===== config.mk =====
export PLATFORM = sky130hd
export DESIGN_NAME = fbpa_div
export DESIGN_NICKNAME = d
export VERILOG_FILES = /design/src/fbpa_pkg.sv /design/src/fbpa_div.sv
export SDC_FILE = /design/constraint.sdc
export NUM_CORES = 1
export LEC_CHECK = 0
export BUFFER_PORTS_ARGS = -buffer_cell sky130_fd_sc_hd__buf_2
export CAP_MARGIN = 20
export CORE_ASPECT_RATIO = 0.75
export CORE_MARGIN = 1
export CORE_UTILIZATION = 50
export CTS_BUF_LIST = sky130_fd_sc_hd__clkbuf_8
export CTS_CLUSTER_SIZE = 30
export DETAILED_ROUTE_END_ITERATION = 10
export PLACE_DENSITY = 0.77
export SLEW_MARGIN = 20
export SYNTH_ARGS = -nofsm -noshare
export SYNTH_HDL_FRONTEND = slang
export SYNTH_SLANG_ARGS = --single-unit

===== constraint.sdc =====
create_clock -name i_clk -period 6.17 [get_ports i_clk]
set_input_delay 0 -clock i_clk [delete_from_list [all_inputs] [get_ports i_clk]]
set_output_delay 0 -clock i_clk [all_outputs]
set_load 0.05 [all_outputs]

===== src/fbpa_pkg.sv =====
`timescale 1ns / 1ps
`default_nettype none

package fbpa_pkg;

    localparam int ADDR_W     = 32;
    localparam int UNIT_W     = 24;
    localparam int ALIGN_W    = 13;
    localparam int OP_W       = 2;
    localparam int ST_W       = 2;
    localparam int FC_W       = 11;
    localparam int CFG_IDX_W  = 2;
    localparam int CFG_W      = 32;
    localparam int STRIDE_W   = 25;
    localparam int LAY_W      = 34;
    localparam int DIV_N      = 32;
    localparam int DIV_STEP_W = $clog2(DIV_N);

    localparam logic [OP_W-1:0] OP_INIT  = 2'd0;
    localparam logic [OP_W-1:0] OP_ALLOC = 2'd1;
    localparam logic [OP_W-1:0] OP_FREE  = 2'd2;

    localparam logic [ST_W-1:0] ST_OK       = 2'd0;
    localparam logic [ST_W-1:0] ST_EMPTY    = 2'd1;
    localparam logic [ST_W-1:0] ST_OVERFLOW = 2'd2;
    localparam logic [ST_W-1:0] ST_TRUNC    = 2'd3;

    localparam logic [CFG_IDX_W-1:0] REG_HEAP_BASE   = 2'd0;
    localparam logic [CFG_IDX_W-1:0] REG_HEAP_SIZE   = 2'd1;
    localparam logic [CFG_IDX_W-1:0] REG_UNIT_SIZE   = 2'd2;
    localparam logic [CFG_IDX_W-1:0] REG_ALIGN_BYTES = 2'd3;

    localparam logic [ALIGN_W-1:0] ALIGN_RESET = 13'd4;

    typedef struct packed {
        logic [ADDR_W-1:0] addr;
        logic [ST_W-1:0]   status;
        logic [FC_W-1:0]   count;
    } t_result;

endpackage

`default_nettype wire


===== src/fbpa_div.sv =====
`timescale 1ns / 1ps
`default_nettype none

module fbpa_div
    import fbpa_pkg::*;
(
    input  wire logic                i_clk,
    input  wire logic                i_rst_n,
    input  wire logic                i_start,
    input  wire logic [DIV_N-1:0]    i_dividend,
    input  wire logic [STRIDE_W-1:0] i_divisor,
    output logic                     o_done,
    output logic      [DIV_N-1:0]    o_quotient
);

    logic                  r_busy;
    logic                  r_done;
    logic [DIV_STEP_W-1:0] r_step;
    logic [STRIDE_W-1:0]   r_rem;
    logic [DIV_N-1:0]      r_quo;
    logic [STRIDE_W:0]     w_shift;
    logic                  w_bit;
    logic [STRIDE_W-1:0]   n_rem;

    // one quotient bit per cycle, restoring
    always_comb begin
        w_shift = {r_rem, r_quo[DIV_N-1]};
        w_bit   = (w_shift >= {1'b0, i_divisor});
        n_rem   = w_bit ? STRIDE_W'(w_shift - {1'b0, i_divisor}) : w_shift[STRIDE_W-1:0];
    end

    always_ff @(posedge i_clk) begin
        if (!i_rst_n) begin
            r_busy <= 1'b0;
            r_done <= 1'b0;
            r_step <= '0;
        end else begin
            r_done <= 1'b0;
            if (i_start) begin
                r_busy <= 1'b1;
                r_step <= '0;
            end else if (r_busy) begin
                r_step <= r_step + 1'b1;
                if (r_step == DIV_STEP_W'(DIV_N - 1)) begin
                    r_busy <= 1'b0;
                    r_done <= 1'b1;
                end
            end
        end
    end

    always_ff @(posedge i_clk) begin
        if (i_start) begin
            r_rem <= '0;
            r_quo <= i_dividend;
        end else if (r_busy) begin
            r_rem <= n_rem;
            r_quo <= {r_quo[DIV_N-2:0], w_bit};
        end
    end

    assign o_done     = r_done;
    assign o_quotient = r_quo;

endmodule

`default_nettype wire


Word level (Yosys, flattened, before mapping)

Cells that the tools add are included.

Register bits: 64
Input port bits: 60
Word-level logic and storage cells: 21
Output and inout port bits: 33

Reductions and logical operators: 3
Order comparisons: 1
Bitwise gates (word level): 2
Muxes and demuxes: 7
$add $sub $neg: 2
Eq/ne operators: 1

Operators with widths:

| cell                                         | number |
|---|---|
| 2-to-1 mux 32 bit                            | 2 |
| greater-or-equal comparator 26 x 25 -> 1 bit | 1 |
| 2-to-1 mux 25 bit                            | 1 |
| subtractor 25 bit                            | 1 |
| adder 5 x 1 -> 5 bit, second input constant  | 1 |
| equality test 5 bit, second input constant   | 1 |
| 2-to-1 mux 1 bit                             | 4 |
| OR reduction 3 bit                           | 1 |
| inverter 1 bit                               | 2 |
| nonzero test 2 bit                           | 1 |
| OR reduction 2 bit                           | 1 |

Logic depth before layout (Yosys ltp)

Gate-level depths: netlist (run 1).

Word-level depth: 4
Mapped depth: 13
Depth with buffers taken out: 12

Worst setup path before layout (run 1)

Ideal clock, no wire load.

Path type: flip-flop to flip-flop
From: register r_quo[31] (netlist: o_quotient[31])
To: register r_quo[0] (netlist: o_quotient[0]) (data pin)
Stages on the path, launching flop included: 13
Path slack: 3.219 ns
Buffers on the path: 1
Setup time: 0.260 ns
Period minus slack after synthesis: 2.951 ns
Arrival: 2.691 ns
Data required time: 5.910 ns
Cells stage by stage: edfxtp_1 -> inv_1 -> ha_1 -> inv_1 -> fa_1 -> a21oi_1 -> o211ai_2 -> a31oi_4 -> nand3_4 -> a21oi_2 -> nor2_4 -> buf_2 -> mux2_2

Cells in the longest elaborated chain, start to end: 3

Ends and longest elaborated chain:

| item                                         | line           | RTL |
|---|---|---|
| from (decl)                                  | fbpa_div.sv:20 | `logic [DIV_N-1:0] r_quo;` |
| from (signal assigned)                       | fbpa_div.sv:55 | `r_quo <= i_dividend;` |
| from (signal assigned)                       | fbpa_div.sv:58 | `r_quo <= {r_quo[DIV_N-2:0], w_bit};` |
| greater-or-equal comparator 26 x 25 -> 1 bit | fbpa_div.sv:28 | `w_bit = (w_shift >= {1'b0, i_divisor});` |
| 2-to-1 mux 32 bit                            | fbpa_div.sv:56 | `end else if (r_busy) begin` |
| 2-to-1 mux 32 bit                            | fbpa_div.sv:53 | `if (i_start) begin` |

Every way passes these cells. The select of a mux whose other input is x is not followed.
A chain may end at the register's enable or synchronous reset.

Worst setup path in the final report (run 1)

Same ends and word-level chain as after synthesis.

==> results of run 1 <==
final timing paths:
check | startpoint | endpoint | slack (ns) | cells after the start
worst max-delay path | o_quotient[31] | o_quotient[0] | 3.34 | 11
worst min-delay path | i_divisor[0] | r_rem[0] | 0.19 | 4
worst max register to register | o_quotient[31] | o_quotient[0] | 3.34 | 11
worst min register to register | r_rem[9] | r_rem[10] | 0.51 | 2
worst register-to-register path: stages (launching register included):
cell and delay (ns):
edfxtp_1 0.43, inv_1 0.08, ha_1 0.15, inv_1 0.06, fa_1 0.41, a21oi_1 0.21
o211ai_2 0.15, a31oi_4 0.23, nand3_4 0.11, a21oi_2 0.29, nor2_4 0.16, mux2_2 0.32
state kept, by name (all words and copies together), names as in the netlist:
| register | cells |
|---|---|
| o_done | 1 |
| r_step | 5 |
| r_rem | 25 |
| r_busy | 1 |
| o_quotient | 32 |
kinds of logic after synthesis:
logic type / Yosys count / share of synthesized area, %
simple gates: 142 / 15.5
buf+inv: 56 / 5.57
mux: 36 / 9.24
fa+ha+maj: 28 / 8.26
xor+xnor: 17 / 3.44
flops: 64 / 37.0
compound gates: 105 / 21.0
layout by cell type, fill, tap and decap left out, drive strengths merged, types with 5 or more instances in the layout:
master       synthesis  final
nand2               56     56
o21a                 5      5
o211ai               7      7
dlygate4sd3          0     33
a211oi               5      5
clkbuf              11     10
edfxtp              32     32
a21o                 6      6
mux2                32     32
or3                  8      8
o21ai               13     13
a311oi              21     21
a21oi               23     23
nor2                45     45
dfxtp               32     32
xnor2               10     10
nand4                6      6
nand3               11     11
inv                 33     34
buf                 11     94
ha                  27     27
xor2                 7      7
power by group through the flow:
| stage | logic (mW) | clock network (mW) | registers (mW) |
|---|---|---|---|
| 2_1_floorplan | 0.246 | 0 | 0.598 |
| 3_3_place_gp | 0.391 | 0 | 0.528 |
| 3_5_place_dp | 0.400 | 0 | 0.530 |
| 4_1_cts | 0.421 | 0.467 | 0.521 |
| 5_1_grt | 0.464 | 0.492 | 0.529 |
| 6_report | 0.429 | 0.469 | 0.524 |
per-stage QoR:
step                std cells  setup WS [ns]  cell area (sq um)  power [mW]  hold slack, ns
finish                    677           3.34               5420        1.42           0.185
global route              677           3.13               5420        1.49           0.183
CTS                       677           3.36               5420        1.41           0.173
detailed placement        628           3.39               4830       0.930           0.233
global placement          628           3.50               4830       0.919           0.232
floorplan                 448           3.22               4330       0.844           0.117
layout make-up:
cell class                 count  area [sq um]
fill                         675          3000
multi-input combinational    328          2490
sequential                    64          1610
timing repair buffer         127           806
clock buffer                  10           138
tap                          108           135
inverter                      34           128
clock inverter                 6           115
per-layer routing:
layer	global-route usage [%]	share of wire, %	vias to the layer above
met5	0	0	-
met4	8.80	2.4	0
met3	6.51	6.3	26
met2	43.3	48	161
met1	34.5	43	1835
li1	-	-	1877
what timing repair did:
item	in CTS	in global routing
endpoints found under the setup margin	0	0
hold endpoints to repair	33	0
hold buffers	33	0
==> run metrics, run 1 <==
status finished, final reports clean; share of final-layout standard cells stronger than drive strength 1 a little under a third; top cell type by total area after synthesis edfxtp_1; synth top area cells edfxtp_1, dfxtp_1, mux2_2; Startpoint Class register; wire length of the first global-routing pass 18.2 mm; router iterations before antenna repair 5; detailed-route wire length 11.4 mm; share of total power consumed by net switching between 30% and 40%; Period Utilization, post-route 45.9%; H-tree depth reported by CTS 3; Die Span X about 110 microns; clock sink count 64; routability cong. 0.897; standard-cell rows 29; power density cells roughly 260 nW/um^2; Die ar. just over 9000 sq um; most numerous cell on the critical path inv_1; Maximum Capacitance Violations 0; antenna violation net count after detailed routing 0; number of warning messages in the yosys log 0; clock network fraction of design power ~33%; commonest register cell after synthesis edfxtp_1; power spent charging and discharging nets just under 0.5 mW; number of max-slew violations in the final report 0; post-route setup TNS 0 ns; startpoint-to-endpoint class of the critical path register to register; Global Route Usage Sum about a quarter; post-synthesis register bit count 64; initial antenna violation count 0; Worst IR Drop VDD 0.202 mV; io pins 93; category of cells accounting for the largest share of critical-path delay compound AO/OA/AOI/OAI gates; vias in the first global route around 3700; CP Cell Sequence inv_1 -> ha_1 -> inv_1 -> fa_1 -> a21oi_1 -> o211ai_2 -> a31oi_4 -> nand3_4 -> a21oi_2 -> nor2_4 -> mux2_2; async set or reset register ratio after synthesis 0%; initial standard-cell utilization of the core 51.5%; total clock buffers created by CTS 9; Vias per Instance roughly 5.8; Min Clock Period, post-route around 2.8 ns; gate count after technology mapping about 450; input/output buffers about 90; clock-pin slew reported for the worst setup and hold paths after clock tree synthesis ~0.080 ns; syn_area_per_cell between 9 and 10 sq um; Worst slew margin between 40 and 50%; count of nets after finishing roughly 650; vertical die dimension 82.6 microns; number of instances resized during post-cts repair 0; Internal Dissipation a little over 0.9 mW; Crit Path Max Fanout 19; Setup Buffers After CTS 0; Distinct cells, synth 66; syn nets roughly 540; crit path max-delay cell type edfxtp_1; RSZ-0062 raised after global routing no; core region area roughly 8400 sq um; DRT iter0 DRCs between 200 and 250; max frequency ~0.35 GHz; nature of the critical path endpoint register; CTS root buf clkbuf_8; share of the synthesized area in the top cell type 22.2%; synthesis-to-layout area growth 25.0%; slew at the pin closest to its max-slew limit about 0.79 ns; share of the core filled with cells in the final layout ~64%; slowest cell delay on critical path between 0.4 and 0.5 ns; antenna diode count 0; number of endpoints with negative hold slack in the final report 0; Max Root-Sink Buffers 2; arrival time worst endpoint slightly below 3 ns; portion of the post-synthesis area used by sequential elements a little under two fifths; total via count after detailed routing just under 4000; number of flops mapped to enable cells by yosys 32; proportion of power drawn by combinational gates between 30 and 40%; Synth top cells by count nand2_1, nor2_1, inv_1; most repeated cell in the gate-level netlist after synthesis nand2_1; worst path required time 6.27 ns; Setup Skew approximately 0.0087 ns; remaining routing DRC violations 0; CTS tree yes; detailed-route wire length per cell between 15 and 20 microns; leakage power about 2.3 nW; Mapped Area between 4000 and 5000 sq um; HPWL after detailed placement 7.07 mm; path category of the worst min-delay check primary input to register; total buffers and inverters traversed by the critical path 2; largest net degree at the start of global routing between 50 and 60; total grt overflow 0; Setup violations, final 0; Reg power frac between 30% and 40%; source-to-sink clock delay at the later pin of the worst-skew pair roughly 0.35 ns
Note: power is estimated with default switching activity, not from simulation.
==> inputs of run 2 (changes only) <==
==> constraint.sdc (replaced) <==
create_clock -name i_clk -period 2.88 [get_ports i_clk]
set_input_delay 0 -clock i_clk [delete_from_list [all_inputs] [get_ports i_clk]]
set_output_delay 0 -clock i_clk [all_outputs]
set_load 0.05 [all_outputs]
==> run 2 against run 1 <==
Against the previous run: count of clock-buffer cells in the layout stayed put; wire length fell by 1.2%; largest cell class unchanged; sequential share of layout area is 0.060 points lower; flip-flop and latch count stayed put; largest power group unchanged.
==> run metrics, run 2 (synthesis results as in run 1) <==
remaining routing DRC violations 0 (unchanged); nature of the critical path endpoint register; total via count after detailed routing 3882 (-0.44%); leakage power 2.32 nW (+0.59%); arrival time worst endpoint 2.77 ns (-0.16 ns); clock-pin slew reported for the worst setup and hold paths after clock tree synthesis 0.08 ns (about the same); wire length of the first global-routing pass 17.1 mm (-5.8%); core region area 8420 sq um (unchanged); startpoint-to-endpoint class of the critical path register to register; number of max-slew violations in the final report 0 (unchanged); Vias per Instance 5.70 (-1.0%); Period Utilization, post-route 92.8% (+47 points); Min Clock Period, post-route 2.67 ns (-0.157 ns); router iterations before antenna repair 5 (unchanged); Max Root-Sink Buffers 2 (unchanged); Global Route Usage Sum 24.8% (-1.7 points); Maximum Capacitance Violations 0 (unchanged); DRT iter0 DRCs 272 (+16%); Die ar. 9050 sq um (unchanged); number of endpoints with negative hold slack in the final report 0 (unchanged); number of instances resized during post-cts repair 0 (unchanged); Die Span X 110 microns (unchanged); vertical die dimension 82.6 microns (unchanged); antenna violation net count after detailed routing 0 (unchanged); Setup violations, final 0 (unchanged); input/output buffers 92 (unchanged); number of cells on the worst hold path 4 (unchanged); worst path required time 2.98 ns (-3.29 ns); RSZ-0062 raised after global routing no; Crit Path Max Fanout 19 (unchanged); status finished, final reports clean; total grt overflow 0 (unchanged); Worst slew margin 60.8% (+14 points); standard-cell rows 29 (unchanged); CTS root buf clkbuf_8; io pins 93 (unchanged); detailed-route wire length 11.3 mm (-1.2%); clock sink count 64 (unchanged); synthesis-to-layout area growth 25.1% (about the same); H-tree depth reported by CTS 3 (unchanged); power density cells 537 nW/um^2 (+100%); Setup Buffers After CTS 0 (unchanged); max frequency 0.374 GHz (+5.9%); Worst IR Drop VDD 0.436 mV (+120%); most used cells in the layout excluding fill and tap cells buf_2, nand2_1, nor2_1; slew at the pin closest to its max-slew limit 0.589 ns (-0.203 ns); commonest non-fill, non-tap cell in the layout buf_2; initial standard-cell utilization of the core 51.5% (unchanged); CTS tree yes; count of cells along the worst register-to-register path 11 (unchanged); total clock buffers created by CTS 9 (unchanged); Setup Skew 0.00970 ns (+0.000964 ns); Startpoint Class register; vias in the first global route 3468 (-6.1%); HPWL after detailed placement 7.37 mm (+4.3%); source-to-sink clock delay at the later pin of the worst-skew pair 0.35 ns (about the same); sum of internal, switching and leakage power 2.91 mW (+100%); share of final-layout standard cells stronger than drive strength 1 31.8% (+0.30 points); path category of the worst min-delay check primary input to register; initial antenna violation count 0 (unchanged); largest net degree at the start of global routing 51 (-14%); routability cong. 0.910 (+1.4%); antenna diode count 0 (unchanged); detailed-route wire length per cell 16.6 microns (-1.8%); Largest register FFs 32 (unchanged); post-route setup TNS 0 ns (unchanged); count of nets after finishing 656 (+0.61%)
## run 2: changes by cell type in the layout (fill, tap and decap cells not counted), sizes merged
cell,before,now
inv,34,35
buf,94,98
clkinvlp,1,0
bufinv,3,2
clkinv,2,3
## run 2: layout make-up
type                       count  area (sq um)
inverter                      34           128
tap                          108           135
multi-input combinational    328          2500
timing repair buffer         131           836
fill                         667          3000
clock inverter                 6          76.3
sequential                    64          1600
clock buffer                  10           138
## run 2: layer usage
metal	GRT usage [%]	part of all wire, %	up-vias
met5	0	0	-
met1	33.9	45	1809
met2	37.4	46	161
met4	11.6	3.5	0
met3	5.26	5.8	36
li1	-	-	1876
## run 2: report_power, final
group / total, mW / switching (mW) / internal, mW
Clock: 0.863 / 0.362 / 0.501
Combinational: 0.945 / 0.594 / 0.351
Sequential: 1.10 / 0.0541 / 1.05
## run 2: metrics by stage
stage          setup WS (ns)  hold slack (ns)  utilization, %  cell area [sq um]  cells
2_1_floorplan         0.0192            0.117               -               4350    448
3_3_place_gp           0.319            0.229            57.9               4880    632
3_5_place_dp           0.234            0.227            57.9               4880    632
4_1_cts                0.227            0.113            64.4               5420    681
5_1_grt               0.0219            0.135            64.4               5420    681
6_report               0.207            0.135            64.4               5420    681
## run 2: final timing paths
path,startpoint,to,slack (ns)
min,i_start,r_rem[23],0.13
max reg2reg,o_quotient[31],o_quotient[0],0.21
min reg2reg,r_rem[9],r_rem[10],0.50
max,o_quotient[31],o_quotient[0],0.21
## run 2: repair_timing
| action | 4_1_cts | 5_1_grt |
|---|---|---|
| hold buffers | 33 | 0 |
| endpoints found under the setup margin | 0 | 0 |
| endpoints found under the hold margin | 33 | 0 |
## run 2: critical path, stage by stage, from the launching register on
cell and delay (ns):
edfxtp_1 0.41, inv_1 0.08, ha_1 0.15, inv_1 0.06, fa_2 0.37, a21oi_2 0.16
o211ai_2 0.13, a31oi_4 0.22, nand3_4 0.12, a21oi_4 0.26, nor2_4 0.14, mux2_2 0.31
